**src/sv/obd_pid_text_response_decoder_macros.svh**
```systemverilog
// Assertion macros used by the OBD PID text decoder back end.
`ifndef OBD_PID_TEXT_RESPONSE_DECODER_MACROS_SVH
`define OBD_PID_TEXT_RESPONSE_DECODER_MACROS_SVH

// Same-cycle implication, disabled during reset
`define OBDP_ASSERT_IMM(lbl, clk, rst, ante, cons, msg) \
   lbl: assert property (@(posedge clk) disable iff (rst) (ante) |-> (cons)) \
      else $error(msg);

// Next-cycle implication, disabled during reset
`define OBDP_ASSERT_NXT(lbl, clk, rst, ante, cons, msg) \
   lbl: assert property (@(posedge clk) disable iff (rst) (ante) |=> (cons)) \
      else $error(msg);

`endif

```
**src/sv/obdp_pkg.sv**
```systemverilog
// Shared types, constants and helpers of the OBD PID text decoder.
package obdp_pkg;

   // character codes
   localparam logic [7:0] CHAR_CR    = 8'h0D;
   localparam logic [7:0] CHAR_LF    = 8'h0A;
   localparam logic [7:0] CHAR_TAB   = 8'h09;
   localparam logic [7:0] CHAR_SPACE = 8'h20;

   // reply header and PIDs
   localparam logic [7:0] MODE01_REPLY = 8'h41;
   localparam logic [7:0] PID_COOLANT  = 8'h05;
   localparam logic [7:0] PID_RPM      = 8'h0C;
   localparam logic [7:0] PID_SPEED    = 8'h0D;
   localparam logic [7:0] PID_FUEL     = 8'h2F;
   localparam logic [7:0] PID_BATTERY  = 8'h42;
   localparam logic [7:0] PID_PEDAL    = 8'h49;
   localparam logic [7:0] PID_OIL      = 8'h5C;

   // result item codes
   localparam logic [2:0] ITEM_COOLANT = 3'd0;
   localparam logic [2:0] ITEM_RPM     = 3'd1;
   localparam logic [2:0] ITEM_SPEED   = 3'd2;
   localparam logic [2:0] ITEM_FUEL    = 3'd3;
   localparam logic [2:0] ITEM_BATTERY = 3'd4;
   localparam logic [2:0] ITEM_PEDAL   = 3'd5;
   localparam logic [2:0] ITEM_OIL     = 3'd6;

   localparam int          TOKENS_MAX  = 4;
   localparam logic [2:0] TOKENS_FULL = 3'd4;
   localparam logic [2:0] TOKENS_MIN  = 3'd3;

   // queue between classifier and tokenizer
   localparam int Q_DEPTH = 4;
   localparam int Q_AW    = $clog2(Q_DEPTH);

   typedef enum logic [1:0] {
      CLS_HEX,
      CLS_SEP,
      CLS_CR,
      CLS_STOP
   } char_class_type;

   typedef struct packed {
      char_class_type cls;
      logic [3:0]     digit;
   } qentry_type;

   typedef struct packed {
      logic       valid;
      qentry_type entry;
   } q_head_type;

   // floor(n / 255) for n below 2^23: reciprocal estimate, then one correction
   function automatic logic [15:0] div255(input logic [22:0] n);
      logic [31:0] prod;
      logic [15:0] q0;
      logic [23:0] q255;
      logic [23:0] rem;
      prod = {9'd0, n} + {1'b0, n, 8'd0};
      q0   = prod[31:16];
      q255 = {q0, 8'd0} - {8'd0, q0};
      rem  = {1'b0, n} - q255;
      if (rem >= 24'd255) begin
         q0 = q0 + 16'd1;
      end
      return q0;
   endfunction

endpackage

```
**src/sv/obdp_front.sv**
```systemverilog
// Front end: classifies each received character and queues it.
module obdp_front (
   input  logic                 req_valid,
   input  logic [7:0]           req_rx_byte,
   input  logic                 q_full,
   output logic                 req_stall,
   output logic                 push,
   output obdp_pkg::qentry_type push_entry
);

   obdp_pkg::char_class_type cls;
   logic [3:0]               digit;

   // character classification
   always_comb begin
      cls   = obdp_pkg::CLS_STOP;
      digit = 4'd0;
      if (req_rx_byte == obdp_pkg::CHAR_CR) begin
         cls = obdp_pkg::CLS_CR;
      end else if (req_rx_byte == obdp_pkg::CHAR_SPACE || req_rx_byte == obdp_pkg::CHAR_TAB ||
                   req_rx_byte == obdp_pkg::CHAR_LF) begin
         cls = obdp_pkg::CLS_SEP;
      end else if (req_rx_byte >= 8'h30 && req_rx_byte <= 8'h39) begin
         cls   = obdp_pkg::CLS_HEX;
         digit = 4'(req_rx_byte - 8'h30);
      end else if (req_rx_byte >= 8'h61 && req_rx_byte <= 8'h66) begin
         cls   = obdp_pkg::CLS_HEX;
         digit = 4'(req_rx_byte - 8'h57);
      end else if (req_rx_byte >= 8'h41 && req_rx_byte <= 8'h46) begin
         cls   = obdp_pkg::CLS_HEX;
         digit = 4'(req_rx_byte - 8'h37);
      end
   end

   // handshake into the queue
   assign req_stall        = q_full;
   assign push             = req_valid && !q_full;
   assign push_entry.cls   = cls;
   assign push_entry.digit = digit;

endmodule

```
**src/sv/obdp_queue.sv**
```systemverilog
// Short queue of classified characters between front and back ends.
module obdp_queue (
   input  logic                 clock,
   input  logic                 reset,
   input  logic                 push,
   input  obdp_pkg::qentry_type push_entry,
   input  logic                 pop,
   output logic                 q_full,
   output obdp_pkg::q_head_type head
);

   obdp_pkg::qentry_type        mem_ff [obdp_pkg::Q_DEPTH];
   logic [obdp_pkg::Q_AW-1:0]   wr_ptr_ff, wr_ptr_in;
   logic [obdp_pkg::Q_AW-1:0]   rd_ptr_ff, rd_ptr_in;
   logic [obdp_pkg::Q_AW:0]     cnt_ff, cnt_in;

   // pointer and fill count update
   always_comb begin
      wr_ptr_in = wr_ptr_ff;
      rd_ptr_in = rd_ptr_ff;
      cnt_in    = cnt_ff;
      if (push) begin
         wr_ptr_in = wr_ptr_ff + 1'b1;
      end
      if (pop) begin
         rd_ptr_in = rd_ptr_ff + 1'b1;
      end
      if (push && !pop) begin
         cnt_in = cnt_ff + 1'b1;
      end else if (pop && !push) begin
         cnt_in = cnt_ff - 1'b1;
      end
   end

   always_ff @(posedge clock) begin
      if (reset) begin
         wr_ptr_ff <= '0;
         rd_ptr_ff <= '0;
         cnt_ff    <= '0;
      end else begin
         wr_ptr_ff <= wr_ptr_in;
         rd_ptr_ff <= rd_ptr_in;
         cnt_ff    <= cnt_in;
      end
   end

   // entry storage
   always_ff @(posedge clock) begin
      if (push) begin
         mem_ff[wr_ptr_ff] <= push_entry;
      end
   end

   assign q_full     = (cnt_ff == (obdp_pkg::Q_AW + 1)'(obdp_pkg::Q_DEPTH));
   assign head.valid = (cnt_ff != '0);
   assign head.entry = mem_ff[rd_ptr_ff];

endmodule

```
**src/sv/obdp_back.sv**
```systemverilog
// Back end: token assembly, line decode and result register.
`include "obd_pid_text_response_decoder_macros.svh"

module obdp_back (
   input  logic                 clock,
   input  logic                 reset,
   input  obdp_pkg::q_head_type head,
   output logic                 pop,
   output logic                 rsp_valid,
   input  logic                 rsp_stall,
   output logic [2:0]           rsp_item_code,
   output logic signed [16:0]   rsp_item_value
);

   logic [7:0]         tok_ff [obdp_pkg::TOKENS_MAX];
   logic [7:0]         tok_in [obdp_pkg::TOKENS_MAX];
   logic [7:0]         acc_ff, acc_in;
   logic [2:0]         cnt_ff, cnt_in;
   logic               inside_ff, inside_in;
   logic               stopped_ff, stopped_in;
   logic               dropped_ff, dropped_in;
   logic               rsp_valid_ff, rsp_valid_in;
   logic [2:0]         code_ff, code_in;
   logic signed [16:0] value_ff, value_in;

   logic               out_free;
   logic               is_cr;
   logic               do_finish;
   logic               fin_cr;
   logic [7:0]         eff_tok [obdp_pkg::TOKENS_MAX];
   logic [2:0]         eff_cnt;
   logic [7:0]         tok_a;
   logic [7:0]         tok_b;
   logic               pid_known;
   logic               hit;
   logic [2:0]         dec_code;
   logic signed [16:0] dec_value;
   logic [22:0]        div_num;
   logic [15:0]        div_q;

   assign out_free = !rsp_valid_ff || !rsp_stall;
   assign is_cr    = (head.entry.cls == obdp_pkg::CLS_CR);
   assign pop      = head.valid && (!is_cr || out_free);

   // line as seen at carriage return, pending token included
   always_comb begin
      fin_cr  = !stopped_ff && inside_ff && (cnt_ff < obdp_pkg::TOKENS_FULL);
      eff_cnt = cnt_ff + {2'd0, fin_cr};
      for (int i = 0; i < obdp_pkg::TOKENS_MAX; i++) begin
         eff_tok[i] = (fin_cr && cnt_ff[1:0] == 2'(i)) ? acc_ff : tok_ff[i];
      end
      tok_a = eff_tok[2];
      tok_b = (eff_cnt >= obdp_pkg::TOKENS_FULL) ? eff_tok[3] : 8'd0;
   end

   // shared divide-by-255 for fuel and pedal
   always_comb begin
      if (eff_tok[1] == obdp_pkg::PID_FUEL) begin
         div_num = ({15'd0, tok_a} << 14) + ({15'd0, tok_a} << 13) +
                   ({15'd0, tok_a} << 10) + 23'd127;
      end else begin
         div_num = ({15'd0, tok_a} << 6) + ({15'd0, tok_a} << 5) +
                   ({15'd0, tok_a} << 2);
      end
      div_q = obdp_pkg::div255(div_num);
   end

   // PID decoder
   always_comb begin
      pid_known = 1'b1;
      dec_code  = obdp_pkg::ITEM_COOLANT;
      dec_value = '0;
      unique case (eff_tok[1])
         obdp_pkg::PID_COOLANT: begin
            dec_code  = obdp_pkg::ITEM_COOLANT;
            dec_value = $signed({9'd0, tok_a}) - 17'sd40;
         end
         obdp_pkg::PID_RPM: begin
            dec_code  = obdp_pkg::ITEM_RPM;
            dec_value = $signed({3'd0, tok_a, tok_b[7:2]});
         end
         obdp_pkg::PID_SPEED: begin
            dec_code  = obdp_pkg::ITEM_SPEED;
            dec_value = $signed({9'd0, tok_a});
         end
         obdp_pkg::PID_FUEL: begin
            dec_code  = obdp_pkg::ITEM_FUEL;
            dec_value = $signed({1'b0, div_q});
         end
         obdp_pkg::PID_BATTERY: begin
            dec_code  = obdp_pkg::ITEM_BATTERY;
            dec_value = $signed({1'b0, tok_a, tok_b});
         end
         obdp_pkg::PID_PEDAL: begin
            dec_code  = obdp_pkg::ITEM_PEDAL;
            dec_value = $signed({1'b0, div_q});
         end
         obdp_pkg::PID_OIL: begin
            dec_code  = obdp_pkg::ITEM_OIL;
            dec_value = $signed({9'd0, tok_a}) - 17'sd40;
         end
         default: begin
            pid_known = 1'b0;
         end
      endcase
      hit = !dropped_ff && (eff_cnt >= obdp_pkg::TOKENS_MIN) &&
            (eff_tok[0] == obdp_pkg::MODE01_REPLY) && pid_known;
   end

   // tokenizer next state
   always_comb begin
      tok_in     = tok_ff;
      acc_in     = acc_ff;
      cnt_in     = cnt_ff;
      inside_in  = inside_ff;
      stopped_in = stopped_ff;
      dropped_in = dropped_ff;
      do_finish  = 1'b0;
      if (pop) begin
         unique case (head.entry.cls)
            obdp_pkg::CLS_CR: begin
               acc_in     = '0;
               cnt_in     = '0;
               inside_in  = 1'b0;
               stopped_in = 1'b0;
               dropped_in = 1'b0;
            end
            obdp_pkg::CLS_SEP: begin
               do_finish = !stopped_ff;
            end
            obdp_pkg::CLS_STOP: begin
               do_finish  = !stopped_ff;
               stopped_in = 1'b1;
            end
            obdp_pkg::CLS_HEX: begin
               if (!stopped_ff) begin
                  if (inside_ff && acc_ff[7:4] != 4'd0) begin
                     // token above 255: drop the line
                     dropped_in = 1'b1;
                     stopped_in = 1'b1;
                     inside_in  = 1'b0;
                     acc_in     = '0;
                  end else begin
                     acc_in    = {acc_ff[3:0], head.entry.digit};
                     inside_in = 1'b1;
                  end
               end
            end
            default: begin
            end
         endcase
      end
      if (do_finish) begin
         if (inside_ff && cnt_ff < obdp_pkg::TOKENS_FULL) begin
            tok_in[cnt_ff[1:0]] = acc_ff;
            cnt_in              = cnt_ff + 3'd1;
            if (cnt_ff == obdp_pkg::TOKENS_FULL - 3'd1) begin
               stopped_in = 1'b1;
            end
         end
         inside_in = 1'b0;
         acc_in    = '0;
      end
   end

   // result register
   always_comb begin
      rsp_valid_in = rsp_valid_ff;
      code_in      = code_ff;
      value_in     = value_ff;
      if (pop && is_cr && hit) begin
         rsp_valid_in = 1'b1;
         code_in      = dec_code;
         value_in     = dec_value;
      end else if (out_free) begin
         rsp_valid_in = 1'b0;
      end
   end

   always_ff @(posedge clock) begin
      if (reset) begin
         acc_ff       <= '0;
         cnt_ff       <= '0;
         inside_ff    <= 1'b0;
         stopped_ff   <= 1'b0;
         dropped_ff   <= 1'b0;
         rsp_valid_ff <= 1'b0;
      end else begin
         acc_ff       <= acc_in;
         cnt_ff       <= cnt_in;
         inside_ff    <= inside_in;
         stopped_ff   <= stopped_in;
         dropped_ff   <= dropped_in;
         rsp_valid_ff <= rsp_valid_in;
      end
   end

   // payload registers
   always_ff @(posedge clock) begin
      tok_ff   <= tok_in;
      code_ff  <= code_in;
      value_ff <= value_in;
   end

   assign rsp_valid      = rsp_valid_ff;
   assign rsp_item_code  = code_ff;
   assign rsp_item_value = value_ff;

   `OBDP_ASSERT_IMM(a_full_stops, clock, reset,
      cnt_ff == obdp_pkg::TOKENS_FULL, stopped_ff, "four tokens kept but scan still running")
   `OBDP_ASSERT_IMM(a_drop_stops, clock, reset,
      dropped_ff, stopped_ff && !inside_ff, "dropped line still scanning")
   `OBDP_ASSERT_NXT(a_rsp_retire, clock, reset,
      rsp_valid_ff && !rsp_stall && !(pop && is_cr), !rsp_valid_ff, "taken result still shown")
   `OBDP_ASSERT_IMM(a_no_overwrite, clock, reset,
      rsp_valid_ff && rsp_stall, !(pop && is_cr), "line end consumed while result waits")

endmodule

```
**src/sv/obd_pid_text_response_decoder.sv**
```systemverilog
// Path: a carriage return item is written into the queue, popped by the tokenizer, and its
// result is registered in the result register; queued items ahead of it retire first.
// Throughput: one character item per cycle while the queue has room; the tokenizer retires one queue
// entry a cycle. A waiting result stalls only carriage returns; other items keep draining the queue.
// The four-entry queue lets the input run on while the result side stalls.
// Reset (synchronous, active high) empties the queue, clears line state and the result.
module obd_pid_text_response_decoder (
   input  logic                clock,
   input  logic                reset,
   input  logic                req_valid,
   output logic                req_stall,
   input  logic [7:0]          req_rx_byte,
   output logic                rsp_valid,
   input  logic                rsp_stall,
   output logic [2:0]          rsp_item_code,
   output logic signed [16:0]  rsp_item_value
);

   logic                 push;
   logic                 pop;
   logic                 q_full;
   obdp_pkg::qentry_type push_entry;
   obdp_pkg::q_head_type head;

   obdp_front u_front (
      .req_valid   (req_valid),
      .req_rx_byte (req_rx_byte),
      .q_full      (q_full),
      .req_stall   (req_stall),
      .push        (push),
      .push_entry  (push_entry)
   );

   obdp_queue u_queue (
      .clock      (clock),
      .reset      (reset),
      .push       (push),
      .push_entry (push_entry),
      .pop        (pop),
      .q_full     (q_full),
      .head       (head)
   );

   obdp_back u_back (
      .clock          (clock),
      .reset          (reset),
      .head           (head),
      .pop            (pop),
      .rsp_valid      (rsp_valid),
      .rsp_stall      (rsp_stall),
      .rsp_item_code  (rsp_item_code),
      .rsp_item_value (rsp_item_value)
   );

endmodule
```
**config.mk**
```make
export PLATFORM = sky130hd
export DESIGN_NAME = obd_pid_text_response_decoder
export DESIGN_NICKNAME = d
export VERILOG_FILES = /design/src/sv/obdp_pkg.sv /design/src/sv/obdp_front.sv /design/src/sv/obdp_queue.sv /design/src/sv/obdp_back.sv /design/src/sv/obd_pid_text_response_decoder.sv
export VERILOG_INCLUDE_DIRS = /design/src /design/src/sv
export SDC_FILE = /design/constraint.sdc
export NUM_CORES = 1
export LEC_CHECK = 0
export BUFFER_PORTS_ARGS = -buffer_cell sky130_fd_sc_hd__clkbuf_2
export CAP_MARGIN = 20
export CORE_MARGIN = 8
export CORE_UTILIZATION = 55
export DETAILED_ROUTE_END_ITERATION = 8
export GPL_TIMING_DRIVEN = 0
export PLACE_DENSITY = 0.72
export SLEW_MARGIN = 15
export SYNTH_ARGS = -nofsm -noshare
export SYNTH_HDL_FRONTEND = slang
export SYNTH_SLANG_ARGS = --single-unit
```
**constraint.sdc**
```tcl
create_clock -name clock -period 12.04 [get_ports clock]
set_input_delay 1.806 -clock clock [delete_from_list [all_inputs] [get_ports clock]]
set_output_delay 1.806 -clock clock [all_outputs]
set_load 0.1 [all_outputs]
```
==> flow_summary.json, run 1 <==
{
  "finClkSkew_ns": 0.0125,
  "worstHoldPathCells": 2,
  "synth_flop_cell": "edfxtp_1",
  "dr_total_vias": 8731,
  "reg2reg_from": "u_back.cnt_ff[0]$_SDFF_PP0_",
  "cts_sinks": 100,
  "synth_top_area_share_pct": 23.6,
  "synth_area_leaders": "edfxtp_1, ha_1, dfxtp_1",
  "top_level_ports": 34,
  "cap_violations": 0,
  "criticalPathCategory": "reg -> reg",
  "async_flop_share_pct": 0,
  "initial_core_util_pct": 56.0,
  "grt_usage_pct": 24.2,
  "syn_area_per_cell_sq_um": 8.79,
  "synth_area_sq_um": 9660,
  "die_area_sq_um": 22100,
  "cts_tree": "built",
  "ant_nets": 0,
  "ys_ff_latch": 100,
  "routed_wl_microns": 26800,
  "clk_latency_ns": 0.36,
  "overflow": 0,
  "dp_slack_ns": -0.670,
  "r2r_cells": 49,
  "cp_top_family": "compound AO/OA/AOI/OAI gates",
  "core_sq_um": 17200,
  "clk_path_buf_depth": 2,
  "regToRegSetupSlack_ns": 0.66,
  "ys_warn_count": 0,
  "critPathMaxStageDelay_ns": 0.52,
  "remaining_drc_errors": 0,
  "first_iter_violations": 807,
  "r2r-end": "u_back.rsp_item_value[9]$_SDFFCE_PN0P_",
  "antenna_found_initial": 0,
  "mappedNetlistNets": 1204,
  "cp_max_fo": 10,
  "synthDistinctLibCells": 98,
  "rows": 48,
  "hold_slack_ns": 0.503,
  "synthToLayoutAreaGrowth_pct": 8.87,
  "dieWidth_microns": 149,
  "timing.final.crit_share_pct": 94.5,
  "first_global_vias": 8274,
  "hold_path.startpoint": "u_queue.cnt_ff[2]$_SDFFE_PP0P_",
  "dp.cells": 1357,
  "crit_path_start_kind": "register",
  "min_period_ns": 11.38,
  "instances_no_fill": 1374,
  "antenna_cells": 0,
  "synth-edff-count": 76,
  "cts_root_buf": "clkbuf_16",
  "ys_top_cells_by_count": "nand2_1, nor2_1, ha_1",
  "worst_slack_ns": 0.662,
  "max-slew-margin-rel_pct": 35.3,
  "layout-drive-gt1-share_pct": 10.2,
  "worstSetupEndpointType": "register",
  "wl_per_cell_microns": 19.5,
  "holdCritPathClass": "reg -> reg",
  "h-tree-depth": 3,
  "finalSetupViolCount": 0,
  "place_congestion": 1.05,
  "design_area_sq_um": 10500,
  "clk_pin_slew_ns": 0.08,
  "worst_slew_pin_slew_ns": 0.966,
  "hold_end": "u_queue.cnt_ff[2]$_SDFFE_PP0P_",
  "grt_pass1_wl_microns": 42800,
  "hold_violations": 0,
  "yosys.area.top_type": "edfxtp_1",
  "status": "completed",
  "grt_max_degree": 22,
  "fmax_ghz": 0.0879,
  "slew_viol_final": 0,
  "synth_seq_area_share_pct": 28.6,
  "synth.most_common_cell": "nand2_1",
  "numCtsBuffers": 9,
  "dpl.hpwl_microns": 21000,
  "dpl_cell_area_sq_um": 10100,
  "syn_inst": 1099,
  "dieHeight_microns": 149,
  "cp.arrival_ns": 11.46,
  "io_buffers": 33,
  "cp.required_ns": 12.12,
  "leakage_uw": 0.00424,
  "drt_pass1_iterations": 6,
  "ir_worst_vdd_uv": 174,
  "cp_num_buf_inv": 9,
  "fin_nets": 1249,
  "slowest_stage": "a2111o_1",
  "power.density_nw_per_um2": 80.4,
  "detail_route.vias_per_cell": 6.35
}
## tightest hold or removal path: stages, from the launching register on
cell and delay (ns):
dfxtp_1 0.32, o21ai_0 0.07, a21oi_1 0.06
## where the power goes
group | switching, uW | internal [uW]
Combinational | 95.0 | 58.6
Clock | 139 | 146
Sequential | 16.1 | 392
## layout make-up
type	instances	area (sq um)
well taps	225	282
inverters	83	314
fillers	1556	6720
clock buffers	9	225
flip-flops and latches	100	2760
repair buffers	36	188
plain buffers	49	213
multi-input cells	865	6470
clock inverters	7	67.6
## state kept, by name (all words and copies together) (netlist names), named ones only
name                   flops
u_back.acc_ff              8
u_back.inside_ff           1
u_back.dropped_ff          1
u_queue.cnt_ff             3
u_queue.rd_ptr_ff          2
u_back.cnt_ff              3
u_back.tok_ff             32
u_queue.wr_ptr_ff          2
u_back.stopped_ff          1
u_back.rsp_item_code       3
u_queue.mem_ff            24
u_back.rsp_valid           1
u_back.rsp_item_value     17
## worst max path at each step
stage / endpoint / start / slack [ns] / depth (start not counted)
floorplan: u_back.rsp_item_value[7]$_SDFFCE_PN0P_ / u_back.cnt_ff[0]$_SDFF_PP0_ / 1.85 / 46
global placement: u_back.rsp_item_value[7]$_SDFFCE_PN0P_ / u_back.cnt_ff[0]$_SDFF_PP0_ / -0.58 / 46
detailed placement: u_back.rsp_item_value[7]$_SDFFCE_PN0P_ / u_back.cnt_ff[0]$_SDFF_PP0_ / -0.67 / 46
CTS: u_back.rsp_item_value[7]$_SDFFCE_PN0P_ / u_back.cnt_ff[0]$_SDFF_PP0_ / 0.15 / 48
global route: u_back.rsp_item_value[9]$_SDFFCE_PN0P_ / u_back.cnt_ff[0]$_SDFF_PP0_ / -0.007 / 49
finish: u_back.rsp_item_value[9]$_SDFFCE_PN0P_ / u_back.cnt_ff[0]$_SDFF_PP0_ / 0.66 / 49
## layer usage
metal,share of wire (%),up-vias,track usage (%)
li1,-,4181,-
met1,42,4119,29.7
met2,48,360,40.8
met3,6.3,71,3.46
met4,4.4,0,12.0
met5,0,-,0
## metrics by stage
stage                     total power (uW)  TNS (ns)  utilization [%]
after floorplan                        530         0                -
after global placement                 566     -6.93             58.6
after detailed placement               569     -8.49             58.7
after CTS                              853         0             60.5
after global routing                   885  -0.00664             61.0
final                                  846         0             61.0
## repair_timing
action	CTS	global route
hold endpoints to repair	0	0
gates resized for setup	6	13
hold buffers	0	0
endpoints found under the setup margin	16	16
setup buffers	0	3
pin swaps	0	1
## cell families (layout without fill, tap and decap cells)
group / count (synthesis) / count (layout) / share of synthesized area (%)
flip-flops: 100 / 100 / 28.6
AND/OR/NAND/NOR: 406 / 406 / 22.1
multiplexers: 35 / 35 / 4.62
adder cells (fa/ha/maj): 94 / 94 / 13.1
XOR/XNOR: 54 / 54 / 5.05
buffers and inverters: 134 / 184 / 5.49
AO/OA/AOI/OAI: 276 / 276 / 21.0
## layout by cell type (no fill, tap or decap), types with 7 or more instances in the layout
| cell type | n |
|---|---|
| edfxtp_1 | 76 |
| nor4_1 | 7 |
| nand2_1 | 93 |
| ha_1 | 80 |
| nor2b_1 | 11 |
| nand2b_1 | 16 |
| a311oi_1 | 7 |
| o211ai_1 | 11 |
| xor2_1 | 13 |
| nand3b_1 | 13 |
| a21o_1 | 21 |
| xnor2_1 | 38 |
| and2_1 | 22 |
| buf_2 | 7 |
| nor4b_1 | 11 |
| o21a_1 | 8 |
| inv_1 | 78 |
| nand4_1 | 20 |
| a31oi_1 | 13 |
| clkbuf_2 | 34 |
| clkbuf_1 | 35 |
| and3_1 | 13 |
| dfxtp_1 | 24 |
| nor3_1 | 28 |
| o21ai_0 | 35 |
| fa_1 | 12 |
| clkbuf_16 | 9 |
| mux2i_1 | 23 |
| nor2_1 | 91 |
| nor3b_1 | 11 |
| a211oi_1 | 9 |
| a21oi_1 | 67 |
| nand3_1 | 31 |
| a221oi_1 | 9 |
| or3_1 | 9 |
Note: power is estimated with default switching activity, not from simulation.
==> run 2, diff against run 1 <==
Settings changed: CTS_CLUSTER_SIZE set to 14, SYNTH_HIERARCHICAL set to 1.
==> run 2 against run 1 <==
- cell count shrank 14%
- power increased by 1.6%
- critical path type unchanged
- via count decreased by 15%
- largest power group unchanged
==> flow_summary.json, run 2 <==
{
  "r2r-end": "u_back/rsp_item_value[10]$_SDFFCE_PN0P_",
  "dieWidth_microns": 141,
  "yosys.area.top_type": "edfxtp_1",
  "design_area_sq_um": 9350,
  "ys_ff_latch": 100,
  "clk_latency_ns": 0.36,
  "synthMuxAreaShare_pct": 4.20,
  "cts_tree": "built",
  "instances_no_fill": 1181,
  "ir_worst_vdd_uv": 126,
  "regToRegSetupSlack_ns": 0.56,
  "dpl_cell_area_sq_um": 8990,
  "fmax_ghz": 0.0871,
  "antenna_found_initial": 0,
  "power_switching_uw": 242,
  "layout_commonest_cell": "ha_1",
  "finClkSkew_ns": 0.0102,
  "async_flop_share_pct": 0,
  "synth_area_sq_um": 8580,
  "synth_area_leaders": "edfxtp_1, ha_1, dfxtp_1",
  "grt_usage_pct": 22.1,
  "multi_input_area_sq_um": 5470,
  "status": "completed",
  "cp_num_buf_inv": 3,
  "synth_top_area_share_pct": 26.6,
  "synth-simple-area-share_pct": 22.1,
  "criticalPathCategory": "reg -> reg",
  "cp_max_fo": 9,
  "synthAdderAreaFrac_pct": 14.5,
  "core_sq_um": 15200,
  "dpl.hpwl_microns": 17000,
  "critPathMaxStageDelay_ns": 0.63,
  "leakage_uw": 0.00380,
  "synth.most_common_cell": "ha_1",
  "synthDistinctLibCells": 85,
  "max-slew-margin-rel_pct": 35.6,
  "holdCritPathClass": "reg -> reg",
  "finalPower_uw": 859,
  "first_global_vias": 7000,
  "reg2reg_from": "u_back/stopped_ff$_SDFF_PP0_",
  "synth_flop_cell": "edfxtp_1",
  "cp.depth": 37,
  "power.density_nw_per_um2": 91.9,
  "h-tree-depth": 3,
  "rows": 45,
  "syn_inst": 944,
  "drt_pass1_iterations": 6,
  "overflow": 0,
  "ys_warn_count": 6,
  "met1_usage_pct": 27.4,
  "crit_end": "u_back/rsp_item_value[10]$_SDFFCE_PN0P_",
  "worstSetupEndpointType": "register",
  "dr_total_vias": 7446,
  "antenna_cells": 0,
  "gr-usage-met2_pct": 37.1,
  "synth-xor-area-share_pct": 4.29,
  "io_buffers": 33,
  "ys_top_cells_by_count": "ha_1, nor2_1, edfxtp_1",
  "clk_path_buf_depth": 2,
  "slew_viol_final": 0,
  "dp.cells": 1166,
  "place_congestion": 0.958,
  "layout-drive-gt1-share_pct": 9.26,
  "numCtsBuffers": 9,
  "fin_nets": 1094,
  "cap_violations": 0,
  "mappedNetlistNets": 1050,
  "synth-edff-count": 76,
  "worst_slack_ns": 0.559,
  "top_register": "u_back/tok_ff",
  "syn_area_per_cell_sq_um": 9.09,
  "cp_top_family": "simple AND/OR/NAND/NOR gates",
  "crit_path_start_kind": "register",
  "timing.final.crit_share_pct": 95.4,
  "synth_seq_area_share_pct": 32.2,
  "synth_compound_area_share_pct": 18.2,
  "ant_nets": 0,
  "die_area_sq_um": 19800,
  "cts_root_buf": "clkbuf_16",
  "p_comb_share_pct": 16.7,
  "remaining_drc_errors": 0,
  "top_level_ports": 34,
  "clockPowerShare_pct": 35.7,
  "synthToLayoutAreaGrowth_pct": 8.96,
  "met3_usage_pct": 3.68,
  "cp.arrival_ns": 11.58,
  "grt_max_degree": 22,
  "p_seq_share_pct": 47.6,
  "initial_core_util_pct": 56.4,
  "grt.busiest_layer": "met2",
  "grt_pass1_wl_microns": 35500,
  "dieHeight_microns": 141,
  "finalSetupViolCount": 0,
  "hold_violations": 0,
  "synth_top_family_by_area": "simple AND/OR/NAND/NOR gates",
  "fin_setup_tns_ns": 0,
  "detail_route.vias_per_cell": 6.30,
  "wl_per_cell_microns": 18.7,
  "r2r_cells": 37,
  "worst_slew_pin_slew_ns": 0.966,
  "routed_wl_microns": 22000,
  "timing.critical_path.mode_cell": "ha_1",
  "first_iter_violations": 708,
  "min_period_ns": 11.48,
  "dp_slack_ns": 0.219,
  "fillCellCount": 1356,
  "swShare_pct": 28.2,
  "power.internal_uw": 617,
  "slowest_stage": "mux2i_2",
  "largest_reg_flops": 32,
  "cp.required_ns": 12.14,
  "cts_sinks": 100,
  "cp-startpoint": "u_back/stopped_ff$_SDFF_PP0_",
  "clk_pin_slew_ns": 0.07,
  "grt_setup_unrepaired": "no",
  "final_cell_mix": "ha_1, nor2_1, edfxtp_1",
  "regArea_sq_um": 2760
}
[run 2: changes by cell type in the layout (fill, tap and decap cells not counted), sizes merged, moves of 7 or more]
cell / before / now
a21oi: 70 / 62
nand2: 93 / 74
xnor2: 39 / 28
nor3b: 11 / 4
and2: 23 / 13
nor2: 92 / 83
inv: 87 / 72
nand2b: 16 / 8
mux2i: 28 / 18
a22oi: 1 / 10
o21ai: 37 / 44
nand3: 31 / 22
clkbuf: 78 / 63
buf: 16 / 7
[run 2: worst min-delay path, stage by stage (launching register included)]
cell and delay, ns:
dfxtp_1 0.33, o21ai_0 0.08, a21oi_1 0.06
[run 2: metrics by stage]
step | util [%] | hold slack, ns
2_1_floorplan | - | 0.455
3_3_place_gp | 59.1 | 0.485
3_5_place_dp | 59.1 | 0.499
4_1_cts | 61.3 | 0.508
5_1_grt | 61.5 | 0.541
6_report | 61.5 | 0.512
[run 2: kinds of logic after synthesis]
| family | count (synthesis) |
|---|---|
| xor+xnor | 42 |
| buf+inv | 97 |
| simple gates | 353 |
| fa+ha+maj | 94 |
| flops | 100 |
| mux | 28 |
| compound gates | 230 |
[run 2: metal layers]
| layer | part of all wire [%] | vias to the layer above | routed length (microns) |
|---|---|---|---|
| li1 | - | 3611 | - |
| met5 | 0 | - | 0 |
| met3 | 6.4 | 58 | 1410 |
| met4 | 3.8 | 0 | 827 |
| met2 | 47 | 301 | 10400 |
| met1 | 43 | 3476 | 9380 |
[run 2: area by class of cell]
| cell class | instances | share of cell area, % |
|---|---|---|
| well taps | 188 | 2.52 |
| multi-input cells | 747 | 58.5 |
| repair buffers | 34 | 1.82 |
| plain buffers | 27 | 1.33 |
| inverters | 69 | 2.77 |
| clock buffers | 9 | 2.41 |
| clock inverters | 7 | 1.10 |
| flip-flops and latches | 100 | 29.6 |
[run 2: worst min-delay path by stage]
stage,cells after the start,end,startpoint
3_3_place_gp,2,u_queue/cnt_ff[2]$_SDFFE_PP0P_,u_queue/cnt_ff[2]$_SDFFE_PP0P_
3_5_place_dp,2,u_queue/cnt_ff[2]$_SDFFE_PP0P_,u_queue/cnt_ff[2]$_SDFFE_PP0P_
2_1_floorplan,0,u_back/tok_ff[10]$_DFFE_PP_,u_back/acc_ff[2]$_SDFFE_PP0P_
4_1_cts,2,u_queue/cnt_ff[2]$_SDFFE_PP0P_,u_queue/cnt_ff[2]$_SDFFE_PP0P_
5_1_grt,2,u_queue/cnt_ff[2]$_SDFFE_PP0P_,u_queue/cnt_ff[2]$_SDFFE_PP0P_
6_report,2,u_queue/cnt_ff[2]$_SDFFE_PP0P_,u_queue/cnt_ff[2]$_SDFFE_PP0P_
[run 2: power by group through the flow]
stage	clock network (uW)	logic (uW)	registers, uW
global placement	0	139	415
CTS	313	144	409
floorplan	0	111	410
finish	307	143	409
detailed placement	0	144	416
global route	323	159	412
[run 2: what timing repair did]
item                       4_1_cts  5_1_grt
gates resized for setup          0        8
buffers inserted                 0        0
setup endpoints to repair        0       12
hold buffers                     0        0
==> run 3, diff against run 2 <==
Settings changed: CORE_ASPECT_RATIO set to 0.8.
==> run 3 against run 2 <==
- sequential cell count stayed put
- clock power is 4% lower
- sequential share of layout area is 0.22 points lower
- critical endpoint is now u_back/rsp_item_value[4]$_SDFFCE_PN0P_
- non-clock buffer count is 1 lower
- power is 1.1% lower
- maximum frequency is 0.92% lower
- core utilization is 0.69 points lower
- wire length is 4.0% higher
- largest cell class unchanged
==> flow_summary.json, run 3 (synthesis results as in run 2) <==
{
  "worstHoldPathCells": 2,
  "cp-startpoint": "u_back/stopped_ff$_SDFF_PP0_",
  "core_sq_um": 15500,
  "synthToLayoutAreaGrowth_pct": 9.79,
  "dpl.hpwl_microns": 17900,
  "cp.required_ns": 12.14,
  "min_period_ns": 11.59,
  "antenna_cells": 0,
  "remaining_drc_errors": 0,
  "h-tree-depth": 3,
  "slowest_stage": "or4b_1",
  "holdBufCountCts": 0,
  "hold_path.startpoint": "u_queue/cnt_ff[2]$_SDFFE_PP0P_",
  "fin_setup_tns_ns": 0,
  "die_area_sq_um": 19900,
  "rows": 41,
  "r2r_cells": 35,
  "wl_per_cell_microns": 19.0,
  "grt_usage_pct": 23.0,
  "numCtsBuffers": 9,
  "cts_sinks": 100,
  "fmax_ghz": 0.0863,
  "dieWidth_microns": 156,
  "layout_commonest_cell": "ha_1",
  "criticalPathCategory": "reg -> reg",
  "timing.critical_path.mode_cell": "ha_1",
  "cp.arrival_ns": 11.69,
  "cts_root_buf": "clkbuf_16",
  "top_level_ports": 34,
  "fillCellCount": 1378,
  "slew_viol_final": 0,
  "ir_worst_vdd_uv": 140,
  "max-slew-margin-rel_pct": 29.9,
  "grt_pass1_wl_microns": 36300,
  "hold_violations": 0,
  "io_buffers": 33,
  "dieHeight_microns": 128,
  "critPathMaxStageDelay_ns": 0.62,
  "cts_tree": "built",
  "antenna_found_initial": 0,
  "dr_total_vias": 7637,
  "grt_setup_unrepaired": "no",
  "clk_path_buf_depth": 2,
  "leakage_uw": 0.00378,
  "layout-drive-gt1-share_pct": 9.38,
  "worstSetupEndpointType": "register",
  "ant_nets": 0,
  "overflow": 0,
  "multi_input_area_sq_um": 5530,
  "timing.final.crit_share_pct": 96.2,
  "top_register": "u_back/tok_ff",
  "holdCritPathClass": "reg -> reg",
  "worst_slew_pin_slew_ns": 1.05,
  "power.density_nw_per_um2": 90.2,
  "cap_violations": 0,
  "detail_route.vias_per_cell": 6.33,
  "reg2reg_from": "u_back/stopped_ff$_SDFF_PP0_",
  "fin_nets": 1093,
  "final_util_pct": 60.8,
  "grt_max_degree": 22,
  "clk_pin_slew_ns": 0.07,
  "cp_max_fo": 10,
  "status": "completed",
  "drt_pass1_iterations": 6,
  "clk_latency_ns": 0.34,
  "largest_reg_flops": 32,
  "finalPower_uw": 850,
  "routed_wl_microns": 22900,
  "initial_core_util_pct": 55.4,
  "place_congestion": 0.972,
  "final_cell_mix": "ha_1, nor2_1, edfxtp_1",
  "crit_path_start_kind": "register",
  "first_iter_violations": 895,
  "finClkSkew_ns": 0.00764,
  "first_global_vias": 6904,
  "regArea_sq_um": 2760,
  "finalSetupViolCount": 0
}
==> run 3: path summary, 6_finish.rpt <==
path | to | slack (ns)
worst max-delay path | u_back/rsp_item_value[4]$_SDFFCE_PN0P_ | 0.45
worst min-delay path | u_queue/cnt_ff[2]$_SDFFE_PP0P_ | 0.51
worst max register to register | u_back/rsp_item_value[4]$_SDFFCE_PN0P_ | 0.45
worst min register to register | u_queue/cnt_ff[2]$_SDFFE_PP0P_ | 0.51
==> run 3: layout make-up <==
| type | instances | share of cell area, % |
|---|---|---|
| clock inverters | 5 | 0.611 |
| inverters | 69 | 2.75 |
| plain buffers | 27 | 1.32 |
| well taps | 215 | 2.86 |
| multi-input cells | 747 | 58.7 |
| repair buffers | 33 | 1.75 |
| clock buffers | 11 | 2.70 |
| flip-flops and latches | 100 | 29.3 |
==> run 3: power breakdown <==
group	switching, uW	internal, uW	total, uW
sequential	17.9	391	409
combinational	88.6	57.8	146
clock	120	174	294
==> run 3: what timing repair did <==
item / 4_1_cts / 5_1_grt
hold endpoints to repair: 0 / 0
gates resized for setup: 6 / 12
endpoints found under the setup margin: 5 / 10
setup buffers: 0 / 0
==> run 3: routing by layer <==
layer	track usage, %	routed length (microns)	vias up
li1	-	-	3625
met1	34.8	10800	3567
met2	30.6	8840	416
met3	7.82	2960	29
met4	4.67	270	0
met5	0	0	-
==> run 3: critical path, delay by kind of cell (launching register included) <==
kind,cells,cell delay [ns]
AOI/OAI and AO/OA,11,3.50
adders and majority gates,7,2.52
buffers and inverters,2,0.37
DFF,1,0.37
muxes,1,0.49
and+or+nand+nor,14,4.07
==> run 3: metrics by stage <==
step | instances | setup WS (ns) | cell area, sq um | hold WS [ns]
after floorplan | 944 | 2.04 | 8580 | 0.455
after global placement | 1192 | -0.458 | 9010 | 0.485
final | 1207 | 0.452 | 9420 | 0.510
after detailed placement | 1192 | -0.311 | 9020 | 0.500
after global routing | 1207 | 0.00704 | 9420 | 0.545
after CTS | 1208 | 0.0708 | 9350 | 0.510
